`src/rtl/assert_macros.svh`:
```
// ----------------------------------------------------------------------------
// Assertion macros
// Shared concurrent assertion shorthands; define NO_ASSERTIONS to drop them.
// ----------------------------------------------------------------------------
`ifndef ASSERT_MACROS_SVH
`define ASSERT_MACROS_SVH

`ifndef NO_ASSERTIONS

// Check that cons holds in the same cycle as ante
`define ASSERT_SAME(lbl, clk, rst, ante, cons, msg) \
  lbl: assert property (@(posedge clk) disable iff (rst) (ante) |-> (cons)) \
    else $error(msg);

// Check that cons holds in the cycle after ante
`define ASSERT_NEXT(lbl, clk, rst, ante, cons, msg) \
  lbl: assert property (@(posedge clk) disable iff (rst) (ante) |=> (cons)) \
    else $error(msg);

`else

`define ASSERT_SAME(lbl, clk, rst, ante, cons, msg)
`define ASSERT_NEXT(lbl, clk, rst, ante, cons, msg)

`endif

`endif

```
`src/rtl/fjs_pkg.sv`:
```
// ----------------------------------------------------------------------------
// FCFS job scheduler package
// Field widths, codes and the queue entry type of the scheduler core.
// ----------------------------------------------------------------------------
package fjs_pkg;

  localparam int DEFAULT_QUEUE_DEPTH = 16;

  localparam int ID_W    = 8;
  localparam int BURST_W = 16;
  localparam int TIME_W  = 32;

  // Input word: job_id, burst_length
  localparam int IN_DATA_W  = ID_W + BURST_W;
  // Result word: done_job_id and five time fields
  localparam int OUT_DATA_W = ID_W + 5 * TIME_W;

  // Item kind on the input tuser
  localparam logic FUNC_ARRIVAL = 1'b0;
  localparam logic FUNC_TICK    = 1'b1;

  // Result kind on the output tuser
  localparam logic STATUS_DONE = 1'b0;
  localparam logic STATUS_DROP = 1'b1;

  typedef struct packed {
    logic [BURST_W-1:0] burst;
    logic [TIME_W-1:0]  arrival;
    logic [ID_W-1:0]    id;
  } entry_t;

endpackage

```
`src/rtl/fcfs_job_scheduler_core.sv`:
```
// An accepted input word reaches its result word through the input register,
// then the result register; items without a result end at the input register.
// Throughput: one item per cycle unless the result channel stalls, set by the
// single queue memory head read and 32-bit retire compare between the two registers.
// Reset (rst, synchronous, active high) empties the queue, idles the core and
// zeroes the time; queue memory contents are left as they are.
// ----------------------------------------------------------------------------
// FCFS job scheduler core
// Non-preemptive first-come-first-served scheduler driven by arrival and tick
// words; emits completion records and drop reports.
// ----------------------------------------------------------------------------
`include "assert_macros.svh"

module fcfs_job_scheduler_core #(
  parameter int QUEUE_DEPTH = fjs_pkg::DEFAULT_QUEUE_DEPTH
) (
  input  logic                         clk,
  input  logic                         rst,
  // Input channel
  input  logic                         s_axis_tvalid,
  output logic                         s_axis_tready,
  // tdata: job_id [7:0], burst_length [23:8]
  input  logic [fjs_pkg::IN_DATA_W-1:0]  s_axis_tdata,
  // tuser: func [0]
  input  logic                         s_axis_tuser,
  // Result channel
  output logic                         m_axis_tvalid,
  input  logic                         m_axis_tready,
  // tdata: done_job_id [7:0], arrival_stamp [39:8], response_delay [71:40],
  //        completion_stamp [103:72], turnaround [135:104], waiting [167:136]
  output logic [fjs_pkg::OUT_DATA_W-1:0] m_axis_tdata,
  // tuser: status [0]
  output logic                         m_axis_tuser
);
  import fjs_pkg::*;

  localparam int AW = $clog2(QUEUE_DEPTH);
  localparam int CW = $clog2(QUEUE_DEPTH + 1);
  localparam logic [AW-1:0] LAST_PTR = AW'(QUEUE_DEPTH - 1);
  localparam logic [CW-1:0] FULL_CNT = CW'(QUEUE_DEPTH);

  // Input register
  logic               in_valid;
  logic               in_func;
  logic [ID_W-1:0]    in_id;
  logic [BURST_W-1:0] in_burst;

  // Queue storage and pointers
  entry_t             queue_mem [QUEUE_DEPTH];
  entry_t             head_data;
  entry_t             push_entry;
  logic [AW-1:0]      head;
  logic [AW-1:0]      tail;
  logic [CW-1:0]      count;
  logic [AW-1:0]      head_next;
  logic [AW-1:0]      tail_next;
  logic [CW-1:0]      count_next;

  // Running job and time
  logic               busy;
  logic [ID_W-1:0]    running_id;
  logic [TIME_W-1:0]  running_arrival;
  logic [BURST_W-1:0] running_burst;
  logic [TIME_W-1:0]  running_start;
  logic [TIME_W-1:0]  now;

  // Result register
  logic               out_valid;
  logic               out_status;
  logic [ID_W-1:0]    out_id;
  logic [TIME_W-1:0]  out_arrival;
  logic [TIME_W-1:0]  out_response;
  logic [TIME_W-1:0]  out_completion;
  logic [TIME_W-1:0]  out_turnaround;
  logic [TIME_W-1:0]  out_waiting;

  // Control
  logic               proceed;
  logic               is_tick;
  logic               full;
  logic               push;
  logic               drop;
  logic               retire;
  logic               dispatch;
  logic [TIME_W-1:0]  finish_time;
  logic [TIME_W-1:0]  resp_delay;

  // Advance the input word when the result slot is free or draining
  assign proceed       = in_valid && (!out_valid || m_axis_tready);
  assign s_axis_tready = !in_valid || proceed;

  assign is_tick     = (in_func == FUNC_TICK);
  assign full        = (count == FULL_CNT);
  assign push        = proceed && !is_tick && !full;
  assign drop        = proceed && !is_tick && full;
  assign finish_time = running_start + TIME_W'(running_burst);
  assign retire      = proceed && is_tick && busy && (now == finish_time);
  assign dispatch    = proceed && is_tick && (!busy || retire) && (count != '0);
  // Waiting equals start minus arrival, since completion is start plus burst
  assign resp_delay  = running_start - running_arrival;

  assign push_entry.id      = in_id;
  assign push_entry.arrival = now;
  assign push_entry.burst   = in_burst;

  // Next queue pointers and fill count
  always_comb begin
    head_next  = head;
    tail_next  = tail;
    count_next = count;
    if (dispatch) begin
      head_next  = (head == LAST_PTR) ? '0 : head + 1'b1;
      count_next = count - 1'b1;
    end
    if (push) begin
      tail_next  = (tail == LAST_PTR) ? '0 : tail + 1'b1;
      count_next = count + 1'b1;
    end
  end

  // Capture the input word
  always_ff @(posedge clk) begin
    if (rst) begin
      in_valid <= 1'b0;
    end else if (s_axis_tready) begin
      in_valid <= s_axis_tvalid;
    end
    if (s_axis_tready && s_axis_tvalid) begin
      in_func  <= s_axis_tuser;
      in_id    <= s_axis_tdata[ID_W-1:0];
      in_burst <= s_axis_tdata[ID_W +: BURST_W];
    end
  end

  // Queue memory: write at tail, prefetch the next head with write bypass
  always_ff @(posedge clk) begin
    if (push) begin
      queue_mem[tail] <= push_entry;
    end
    if (push && (tail == head_next)) begin
      head_data <= push_entry;
    end else begin
      head_data <= queue_mem[head_next];
    end
  end

  // Queue pointers, running job and time
  always_ff @(posedge clk) begin
    if (rst) begin
      head            <= '0;
      tail            <= '0;
      count           <= '0;
      busy            <= 1'b0;
      running_id      <= '0;
      running_arrival <= '0;
      running_burst   <= '0;
      running_start   <= '0;
      now             <= '0;
    end else begin
      head  <= head_next;
      tail  <= tail_next;
      count <= count_next;
      if (dispatch) begin
        busy            <= 1'b1;
        running_id      <= head_data.id;
        running_arrival <= head_data.arrival;
        running_burst   <= head_data.burst;
        running_start   <= now;
      end else if (retire) begin
        busy <= 1'b0;
      end
      if (proceed && is_tick) begin
        now <= now + 1'b1;
      end
    end
  end

  // Result register: load a completion record or a drop report
  always_ff @(posedge clk) begin
    if (rst) begin
      out_valid <= 1'b0;
    end else if (!out_valid || m_axis_tready) begin
      out_valid <= retire || drop;
    end
    if (drop) begin
      out_status     <= STATUS_DROP;
      out_id         <= in_id;
      out_arrival    <= now;
      out_response   <= '0;
      out_completion <= '0;
      out_turnaround <= '0;
      out_waiting    <= '0;
    end else if (retire) begin
      out_status     <= STATUS_DONE;
      out_id         <= running_id;
      out_arrival    <= running_arrival;
      out_response   <= resp_delay;
      out_completion <= now;
      out_turnaround <= now - running_arrival;
      out_waiting    <= resp_delay;
    end
  end

  assign m_axis_tvalid = out_valid;
  assign m_axis_tuser  = out_status;
  assign m_axis_tdata  = {out_waiting, out_turnaround, out_completion,
                          out_response, out_arrival, out_id};

  // Fill count never passes the queue depth
  `ASSERT_SAME(a_count_bound, clk, rst, 1'b1, count <= FULL_CNT, "queue count overflow")
  // Empty or full queue has its pointers together
  `ASSERT_SAME(a_ptr_match, clk, rst,
               (count == '0) || (count == FULL_CNT), head == tail,
               "queue pointers disagree with count")
  // A processed tick advances time by one
  `ASSERT_NEXT(a_time_step, clk, rst,
               proceed && is_tick, now == $past(now) + 1'b1,
               "time did not advance on tick")

endmodule
```
`config.mk`:
```
export PLATFORM = sky130hd
export DESIGN_NAME = fcfs_job_scheduler_core
export DESIGN_NICKNAME = d
export VERILOG_FILES = /design/src/rtl/fjs_pkg.sv /design/src/rtl/fcfs_job_scheduler_core.sv
export VERILOG_INCLUDE_DIRS = /design/src /design/src/rtl
export SDC_FILE = /design/constraint.sdc
export NUM_CORES = 1
export LEC_CHECK = 0
export BUFFER_PORTS_ARGS = -buffer_cell sky130_fd_sc_hd__buf_2
export CELL_PAD_IN_SITES_DETAIL_PLACEMENT = 0
export CELL_PAD_IN_SITES_GLOBAL_PLACEMENT = 1
export CORE_AREA = 3 3 338 340
export CTS_BUF_LIST = sky130_fd_sc_hd__clkbuf_8
export DETAILED_ROUTE_END_ITERATION = 6
export DIE_AREA = 0 0 341 343
export HOLD_SLACK_MARGIN = 0.15
export MAX_ROUTING_LAYER = met4
export PLACE_DENSITY = 0.81
export SYNTH_ARGS = -nofsm -noshare
export SYNTH_HDL_FRONTEND = slang
export SYNTH_SLANG_ARGS = --single-unit
```
`constraint.sdc`:
```
create_clock -name clk -period 7.61 [get_ports clk]
set_clock_uncertainty 0.15 [all_clocks]
set_input_delay 1.522 -clock clk [delete_from_list [all_inputs] [get_ports clk]]
set_output_delay 1.522 -clock clk [all_outputs]
set_load 0.02 [all_outputs]
```
== After elaboration in Yosys (flattened, before gate mapping) ==
Memories as Yosys holds them, arrays and structs flattened. A register that Yosys moved wholly into a read port is not among the register bits.
Index checks and enable logic that the tools add are counted.

* Register bits: 298
* RAM bits: 896
* Input bits: 29
* Output and inout port bits: 171
* Logic and storage cells: 69
* Memories: 1

{| class="wikitable"
|+ Memory list
! memory !! depth !! width !! read ports !! clocked after memory_dff !! wr ports !! line !! text
|-
| queue_mem || 16 || 56 || 1 || 1 || 1 || fcfs_job_scheduler_core.sv:49 || <nowiki>entry_t queue_mem [QUEUE_DEPTH];</nowiki>
|}

* $add $sub $neg: 8
* Eq/ne operators: 4
* Muxes and demuxes: 13
* Reductions and logical operators: 23

{| class="wikitable"
|+ Operators by type and width
! kind !! number
|-
| 32-bit two-way mux || 2
|-
| 32-bit subtractor || 2
|-
| 32-bit by 1-bit adder with 32-bit output (second input constant) || 1
|-
| 32-bit by 16-bit adder with 32-bit output || 1
|-
| 32-bit equality test || 1
|-
| 8-bit two-way mux || 2
|-
| 4-bit two-way mux || 3
|-
| 1-bit logical AND || 10
|-
| 5-bit two-way mux || 2
|-
| 4-bit by 1-bit adder with 4-bit output (second input constant) || 2
|-
| 4-bit equality test (second input constant) || 2
|-
| 2-bit nonzero test || 3
|-
| 5-bit by 1-bit adder with 5-bit output (second input constant) || 1
|-
| 5-bit equality test (second input constant) || 1
|-
| 1-bit zero test || 5
|-
| 5-bit nonzero test || 1
|-
| 5-bit by 1-bit subtractor with 5-bit output (second input constant) || 1
|-
| 1-bit logical OR || 4
|-
| 1-bit two-way mux || 4
|}

== Logic depth before layout (Yosys ltp) ==
Gate-level depths: netlist (run 1).

* Depth after elaboration: 11
* Depth in mapped cells: 16
* Mapped depth without buffers: 14

== Least setup slack after synthesis (run 1) ==
No wires, ideal clock.

* Path type: input-to-reg
* Start point: input m_axis_tready
* End point: memory queue_mem[0][0] in the netlist's numbering, enable pin
* Arrival time: 6.532 ns
* Slack: 0.389 ns
* Stages: 7
* Buffers on the path: 1
* Cell sequence: nand2b_1 -> nand2_1 -> or2_2 -> a21oi_1 -> clkbuf_1 -> nand2_1 -> nor3_1

* Longest elaborated chain between the ends: 6

{| class="wikitable"
|+ Ends and longest elaborated chain
! element !! line !! text
|-
| start: declaration || fcfs_job_scheduler_core.sv:28 || <nowiki>input logic m_axis_tready,</nowiki>
|-
| 1-bit logical OR || fcfs_job_scheduler_core.sv:89 || <nowiki>assign proceed = in_valid && (!out_valid || m_axis_tready);</nowiki>
|-
| 1-bit logical AND || fcfs_job_scheduler_core.sv:89 ||
|-
| 1-bit logical AND (2 in series) || fcfs_job_scheduler_core.sv:94 || <nowiki>assign push = proceed && !is_tick && !full;</nowiki>
|-
| 1-bit two-way mux || fcfs_job_scheduler_core.sv:137 || <nowiki>if (push) begin</nowiki>
|-
| 1-bit two-way mux (not written as such) || fcfs_job_scheduler_core.sv:138 || <nowiki>queue_mem[tail] <= push_entry;</nowiki>
|-
| end: declaration || fcfs_job_scheduler_core.sv:49 ||
|}

No other way between the ends.

== Worst setup path after layout (run 1) ==
* Start point: register running_burst[0]
* End point: register running_burst[6]

* Longest elaborated chain between the ends: 6

{| class="wikitable"
|+ Ends and longest elaborated chain
! element !! line !! text
|-
| start: declaration || fcfs_job_scheduler_core.sv:63 || <nowiki>logic [BURST_W-1:0] running_burst;</nowiki>
|-
| start signal: assignment || fcfs_job_scheduler_core.sv:167 || <nowiki>running_burst <= head_data.burst;</nowiki>
|-
| 32-bit by 16-bit adder with 32-bit output || fcfs_job_scheduler_core.sv:96 || <nowiki>assign finish_time = running_start + TIME_W'(running_burst);</nowiki>
|-
| 32-bit equality test || fcfs_job_scheduler_core.sv:97 || <nowiki>assign retire = proceed && is_tick && busy && (now == finish_time);</nowiki>
|-
| 1-bit logical AND || fcfs_job_scheduler_core.sv:97 ||
|-
| 1-bit logical OR || fcfs_job_scheduler_core.sv:98 || <nowiki>assign dispatch = proceed && is_tick && (!busy || retire) && (count != '0);</nowiki>
|-
| 1-bit logical AND (2 in series) || fcfs_job_scheduler_core.sv:98 ||
|}

No other way between the ends.
A chain may end at the register's enable or synchronous reset.

==> flow_metrics.py, run 1 <==
metrics = {
    "run_status": {
        "outcome": "complete, no violations",
    },
    "floorplanning": {
        "ios": 200,
        "design.core.area_mm2": 0.112,
        "dieArea_mm2": 0.117,
        "die_y_um": 343,
        "die_w_um": 341,
        "rows": 123,
        "start_util_pct": 44.6,
    },
    "power_and_ir_drop": {
        "powerDensity_mw_per_mm2": 241,
        "irDropWorstVdd_mv": 0.160,
        "seqPwrFrac_pct": 53.8,
        "switchingPower_mw": 3.41,
        "p_int_mw": 10.2,
        "leakage_nw": 19.9,
        "pwr-share-comb_pct": 9.5,
        "switching_share_pct": 25.1,
        "p_clk_share_pct": 36.8,
    },
    "routing": {
        "detail_route.wl_per_cell_um": 23.6,
        "drtPass1Iterations": 5,
        "viasPerCell": 5.63,
        "wirelength_mm": 119,
        "vias": 28300,
        "drtAntennaViolNets": 0,
        "post-route-drc-count": 0,
        "drtIter0Drc": 2550,
    },
    "placed_design": {
        "dp_hpwl_mm": 72.7,
        "place.port_buffers": 199,
        "place.gp.congestion": 0.883,
        "dp_slack_ns": 2.26,
    },
    "synthesis": {
        "async_reset_ff_share_pct": 0,
        "synth_top_flop_cell": "edfxtp_1",
        "synth_cell_types": 81,
        "syn-cell-area_mm2": 0.0499,
        "synth_nets": 3232,
        "yosysWarnings": 0,
        "ys_seq_elements": 1198,
        "avgSynthCellArea_um2": 16.0,
        "synth_edf_count": 961,
        "syn_inst": 3112,
        "ys_seq_area_share_pct": 67.3,
    },
    "cts": {
        "cts_setup_buffers": 0,
        "clockRootBuffer": "clkbuf_8",
        "cts_tree": "done",
        "cts_made_buffers": 184,
        "clockBufferDepth": 3,
        "clock_latency_ns": 0.86,
        "cts_hold_buf": 0,
        "cts_resized": 0,
        "clkTransAtPathRegs_ns": 0.07,
        "clock-sinks": 1198,
        "htreeDepth": 4,
    },
    "min_path": {
        "min_path_type": "flop to flop",
        "min_from": "m_axis_tuser",
    },
    "critical_path": {
        "setup.worst_path.start": "running_burst[0]",
        "end_kind": "flop",
        "slowest_delay_ns": 0.85,
        "worst_path_max_delay_cell": "a21oi_4",
        "critPathLaunchType": "flop",
        "path_common_cell": "nor2_1",
        "crit_required_ns": 8.15,
        "crit_arrival_ns": 5.87,
        "crit_fanout": 32,
        "critical_path_class": "flop to flop",
        "path_cells": "ha_1 > fa_1 > a21o_1 > a22oi_1 > a211oi_1 > a21bo_2 > nor2_1 > a21oi_1 > a2111oi_2 > nand4_1 > a21oi_4 > buf_4 > mux2i_1 > nor2_1",
        "r2r-start": "running_burst[0]",
    },
    "sta": {
        "setup_violations": 0,
        "holdWs_ns": 0.291,
        "layout_min_cycle_time_ns": 5.33,
        "finalMaxSlewViolations": 0,
        "finalSetupTns_ns": 0,
        "rsz0062_at_grt": "false",
        "fmax_ghz": 0.187,
        "min_period_over_period_pct": 70.1,
        "relSlewSlack_pct": 22.8,
        "worst_pin_slew_ns": 1.16,
        "timing.final.ws_setup_ns": 2.28,
        "finalHoldViolCount": 0,
    },
    "layout": {
        "syn2layout_area_growth_pct": 12.5,
        "drive_gt1_share_pct": 23.3,
        "fill_cells": 9239,
        "fin_nets": 3493,
    },
    "global_routing": {
        "grt_usage_pct": 20.9,
        "gr-total-overflow": 0,
        "antenna_found_initial": 2,
        "grt_pass1_vias": 28400,
        "grt_pass1_wl_mm": 179,
        "grt_max_degree": 165,
    },
    "run": {
        "maxCapViolCount": 0,
    },
}
==> kinds of logic after synthesis <==
logic type	share of synthesized area [%]
AND/OR/NAND/NOR	5.93
buffers and inverters	2.31
XOR/XNOR	2.08
adder cells (fa/ha/maj)	2.34
flip-flops	67.3
multiplexers	15.5
AO/OA/AOI/OAI	4.55
==> power groups by stage <==
stage / combinational (mW) / sequential, mW / clock, mW
CTS: 1.30 / 7.29 / 5.09
floorplan: 0.901 / 7.47 / 0
global placement: 1.28 / 7.42 / 0
detailed placement: 1.29 / 7.43 / 0
global route: 1.40 / 7.31 / 5.41
finish: 1.28 / 7.29 / 4.99
==> path summary, 6_finish.rpt <==
| kind | to | cells past startpoint | slack, ns |
|---|---|---|---|
| setup reg to reg | running_burst[6] | 14 | 2.28 |
| hold reg to reg | m_axis_tuser | 2 | 0.29 |
| hold / removal | m_axis_tuser | 2 | 0.29 |
| setup / recovery | running_burst[6] | 14 | 2.28 |
==> per-layer routing <==
layer / vias up / share of wire, % / GRT usage, %
li1: 12600 / - / -
met1: 14400 / 43 / 28.9
met2: 1148 / 47 / 31.9
met3: 182 / 7.8 / 3.99
met4: 0 / 2.3 / 6.18
met5: - / 0 / -
==> metrics by stage <==
step / power (mW) / utilization (%) / area, um2 / std cells
finish: 13.6 / 50.2 / 56200 / 5032
global route: 14.1 / 50.2 / 56200 / 5030
CTS: 13.7 / 50.2 / 56200 / 5029
detailed placement: 8.72 / 47.1 / 52700 / 4687
global placement: 8.71 / 47.1 / 52700 / 4687
floorplan: 8.37 / - / 49900 / 3112
==> layout make-up <==
cell class                      instances  area (um2)  area share, %
Antenna cell                            3        7.51         0.0134
Clock buffer                          190        2620           4.66
Clock inverter                        152         843           1.50
Inverter                               61         229          0.408
Multi-Input combinational cell       1660       15300           27.3
Sequential cell                      1198       33600           59.8
Tap cell                             1500        1880           3.34
Timing Repair Buffer                  268        1650           2.94
==> registers in the layout, summed over array words and instances (netlist names), 4 cells and up, named ones only <==
register         cells
running_burst       16
out_arrival         32
count                5
queue_mem          896
running_start       32
in_id                8
tail                 4
running_id           8
out_turnaround      32
in_burst            16
out_id               8
now                 32
head                 4
out_completion      32
running_arrival     32
out_waiting         32
==> critical path: cells and delay by family, from the launching register on <==
kind	cells	cell delay [ns]
DFF	1	0.32
and+or+nand+nor	3	0.47
AOI/OAI and AO/OA	7	2.70
muxes	1	0.27
buffers and inverters	1	0.60
adders and majority gates	2	0.63
==> cells in the final DEF (no fill, tap or decap), types with 22 or more instances in the layout <==
master / Yosys / layout
o21ai_0: 94 / 94
ha_1: 87 / 87
edfxtp_1: 961 / 961
nor3_1: 36 / 32
clkinv_2: 0 / 22
clkbuf_8: 0 / 190
mux2i_1: 140 / 140
nand3_1: 34 / 34
xor2_1: 62 / 62
mux4_2: 280 / 280
clkinv_1: 0 / 34
a21oi_1: 132 / 131
inv_1: 61 / 138
buf_4: 39 / 59
nand2_1: 146 / 146
nor2_1: 314 / 301
buf_2: 11 / 198
dfxtp_1: 237 / 233
a21o_1: 23 / 23
xnor2_1: 55 / 55
==> Yosys cell counts, types with 16 or more instances <==
library cell / number / area [um2]
a211oi_1: 19 / 143
a21o_1: 23 / 173
a21oi_1: 132 / 661
and3_1: 16 / 100
buf_1: 16 / 60.1
buf_4: 39 / 293
clkbuf_1: 121 / 454
dfxtp_1: 237 / 4740
edfxtp_1: 961 / 28900
ha_1: 87 / 1090
inv_1: 61 / 229
mux2i_1: 140 / 1400
mux4_2: 280 / 6310
nand2_1: 146 / 548
nand3_1: 34 / 170
nand4_1: 21 / 131
nor2_1: 314 / 1180
nor2b_1: 16 / 100
nor3_1: 36 / 180
o21a_1: 19 / 143
o21ai_0: 94 / 470
xnor2_1: 55 / 482
xor2_1: 62 / 543
Power figures use the tool's default switching activity.
==> inputs of run 2 (changes only) <==
- ABC_AREA: default -> 1
- CORE_AREA: 3 3 338 340 -> 3 3 346 348
- DIE_AREA: 0 0 341 343 -> 0 0 349 351
- PLACE_DENSITY: 0.81 -> 0.84
- clock period: 7.61 -> 4.7 ns (I/O delays scaled with it)
==> run 2 against run 1 <==
- via count up 31%
- flip-flop and latch count unchanged
- worst hold slack worse by 0.056 ns
- critical path depth up 4
- sequential share of layout area down 3.7 points
- largest cell class unchanged
- cell area up 6.6%
- die area up 4.7%
- synthesized cell count up 54%
- core utilization up 1.2 points
- combinational power up 150%
- non-clock buffer count up 108
- register-to-register slack worse by 1.5 ns
==> flow_metrics.py, run 2 <==
metrics = {
    "run_status": {
        "outcome": "complete, no violations",
    },
    "floorplanning": {
        "design.core.area_mm2": 0.117,
        "die_y_um": 351,
        "die_w_um": 349,
        "dieArea_mm2": 0.122,
        "ios": 200,
        "start_util_pct": 45.0,
        "rows": 125,
    },
    "power_and_ir_drop": {
        "power.total_mw": 23.5,
        "powerDensity_mw_per_mm2": 392,
        "leakage_nw": 22.7,
        "irDropWorstVdd_mv": 0.264,
    },
    "placed_design": {
        "dp_hpwl_mm": 95.4,
        "place.gp.congestion": 0.929,
        "place.port_buffers": 199,
    },
    "cts": {
        "cts_tree": "done",
        "cts_resized": 0,
        "cts_made_buffers": 187,
        "clock_latency_ns": 0.91,
        "clock-sinks": 1198,
        "clockBufferDepth": 3,
        "clkTransAtPathRegs_ns": 0.06,
        "htreeDepth": 4,
        "clockRootBuffer": "clkbuf_8",
    },
    "synthesis": {
        "synth_largest_area_cell": "edfxtp_1",
        "syn-cell-area_mm2": 0.0524,
        "synth_edf_count": 961,
        "async_reset_ff_share_pct": 0,
        "avgSynthCellArea_um2": 11.0,
        "ys_seq_area_share_pct": 64.1,
        "yosysMostFrequentCell": "edfxtp_1",
        "yosysWarnings": 0,
        "synth_top_flop_cell": "edfxtp_1",
        "synth_nets": 4903,
        "synth_area_leaders": "edfxtp_1, dfxtp_1, o21ai_0",
        "ys_seq_elements": 1198,
        "synth_top_cell_area_share_pct": 55.1,
        "netlist_top_cells_count": "edfxtp_1, o21ai_0, nand2_1",
        "syn_inst": 4783,
        "synth_cell_types": 50,
    },
    "run": {
        "maxCapViolCount": 0,
    },
    "routing": {
        "post-route-drc-count": 0,
        "drtPass1Iterations": 6,
        "viasPerCell": 5.49,
        "drtAntennaViolNets": 0,
        "detail_route.wl_per_cell_um": 22.0,
        "wirelength_mm": 149,
        "drtIter0Drc": 3873,
        "vias": 37100,
    },
    "global_routing": {
        "antenna_found_initial": 3,
        "grt_usage_pct": 24.7,
        "gr-total-overflow": 0,
        "grt_pass1_wl_mm": 221,
        "grt_max_degree": 125,
        "grt_pass1_vias": 35800,
    },
    "sta": {
        "setup_violations": 0,
        "holdWs_ns": 0.235,
        "rsz0062_at_grt": "false",
        "layout_min_cycle_time_ns": 3.95,
        "finalHoldViolCount": 0,
        "fmax_ghz": 0.253,
        "worst_pin_slew_ns": 1.06,
        "min_period_over_period_pct": 84.0,
        "finalMaxSlewViolations": 0,
        "finalSetupTns_ns": 0,
        "relSlewSlack_pct": 29.1,
    },
    "critical_path": {
        "worst_path_max_delay_cell": "a21oi_1",
        "slowest_delay_ns": 0.74,
        "path_buf_inv": 0,
        "crit_fanout": 42,
        "crit_family": "simple AND/OR/NAND/NOR gates",
        "path_cells": "ha_1 > fa_1 > nand3_1 > nand2_1 > nand2_1 > nand2_1 > nand2_1 > nand2_1 > nand2_1 > xor2_1 > nor2_1 > nand2_1 > nor2_1 > nand3_2 > nand2_2 > nand2_4 > a21oi_1 > nor2_1",
        "crit_arrival_ns": 4.55,
        "crit_required_ns": 5.30,
        "critPathLaunchType": "flop",
        "end_kind": "flop",
        "critical_path_class": "flop to flop",
        "path_common_cell": "nand2_1",
    },
    "layout": {
        "top_register": "queue_mem",
        "fill_cells": 10200,
        "register_area_mm2": 0.0336,
        "syn2layout_area_growth_pct": 14.2,
        "layout_commonest_cell": "edfxtp_1",
        "fin_nets": 5189,
        "multi_input_area_mm2": 0.0159,
        "layout_common_cells": "edfxtp_1, o21ai_0, inv_1",
        "largest_register_ffs": 896,
        "drive_gt1_share_pct": 12.3,
    },
    "min_path": {
        "min_path_type": "input pin to flop",
    },
}
run 2: cell types whose count changed after synthesis, sizes merged, moves of 17 or more:
cell,change
o21ai,+592
inv,+414
nand2,+364
a21oi,+303
mux4,-280
nor2,+102
o211ai,+87
mux2i,+81
nand3,+74
buf,+47
clkbuf,+39
a211oi,-20
o22ai,+20
a21o,-17
run 2: worst paths after layout:
kind	startpoint	end	slack (ns)	cells past startpoint
worst max register to register	running_burst[0]	running_burst[6]	0.75	18
worst min register to register	m_axis_tuser	m_axis_tuser	0.31	2
worst max-delay path	running_burst[0]	running_burst[6]	0.75	18
worst min-delay path	m_axis_tready	in_valid	0.24	4
run 2: cell families after synthesis:
kind of cell               count (synthesis)  share of synthesized area, %
adders and majority gates                 91                          2.23
muxes                                    224                          4.29
DFF                                     1198                          64.1
AOI/OAI and AO/OA                       1296                          13.2
and+or+nand+nor                         1117                          8.66
xor gates and xnor gates                 101                          1.69
buffers and inverters                    756                          5.85
run 2: timing repair:
action,CTS,global route
buffers inserted,0,0
hold buffers,26,0
endpoints found under the hold margin,26,0
run 2: layout make-up:
cell class / count / area share [%]
clock buffer: 203 / 4.67
timing repair buffer: 376 / 5.08
multi-input combinational: 2829 / 26.5
clock inverter: 146 / 1.35
antenna: 4 / 0.0167
sequential: 1198 / 56.2
inverter: 477 / 3.00
tap: 1524 / 3.19
run 2: report_power, final:
part	internal, mW	switching, mW
combinational	1.11	2.06
clock	4.32	4.12
sequential	11.6	0.253
total	17.0	6.43
run 2: tightest hold or removal path, stage by stage:
cell and delay [ns]:
buf_2 0.08, inv_1 0.04, nand3_1 0.10, a21oi_1 0.07
run 2: metal layers:
metal	vias to the layer above	GRT usage, %	share of wire [%]
li1	17400	-	-
met1	17900	32.2	42
met2	1480	38.8	47
met3	263	5.13	7.9
met4	0	8.03	2.6
met5	-	-	0
run 2: stage by stage:
stage               area [um2]  cells  setup WS (ns)  util, %
floorplan                52400   4783        -0.0621        -
global placement         56000   6378          0.864     48.1
detailed placement       56000   6378          0.843     48.1
CTS                      59900   6753          0.845     51.4
global route             59900   6757          0.445     51.4
finish                   59900   6757          0.750     51.4
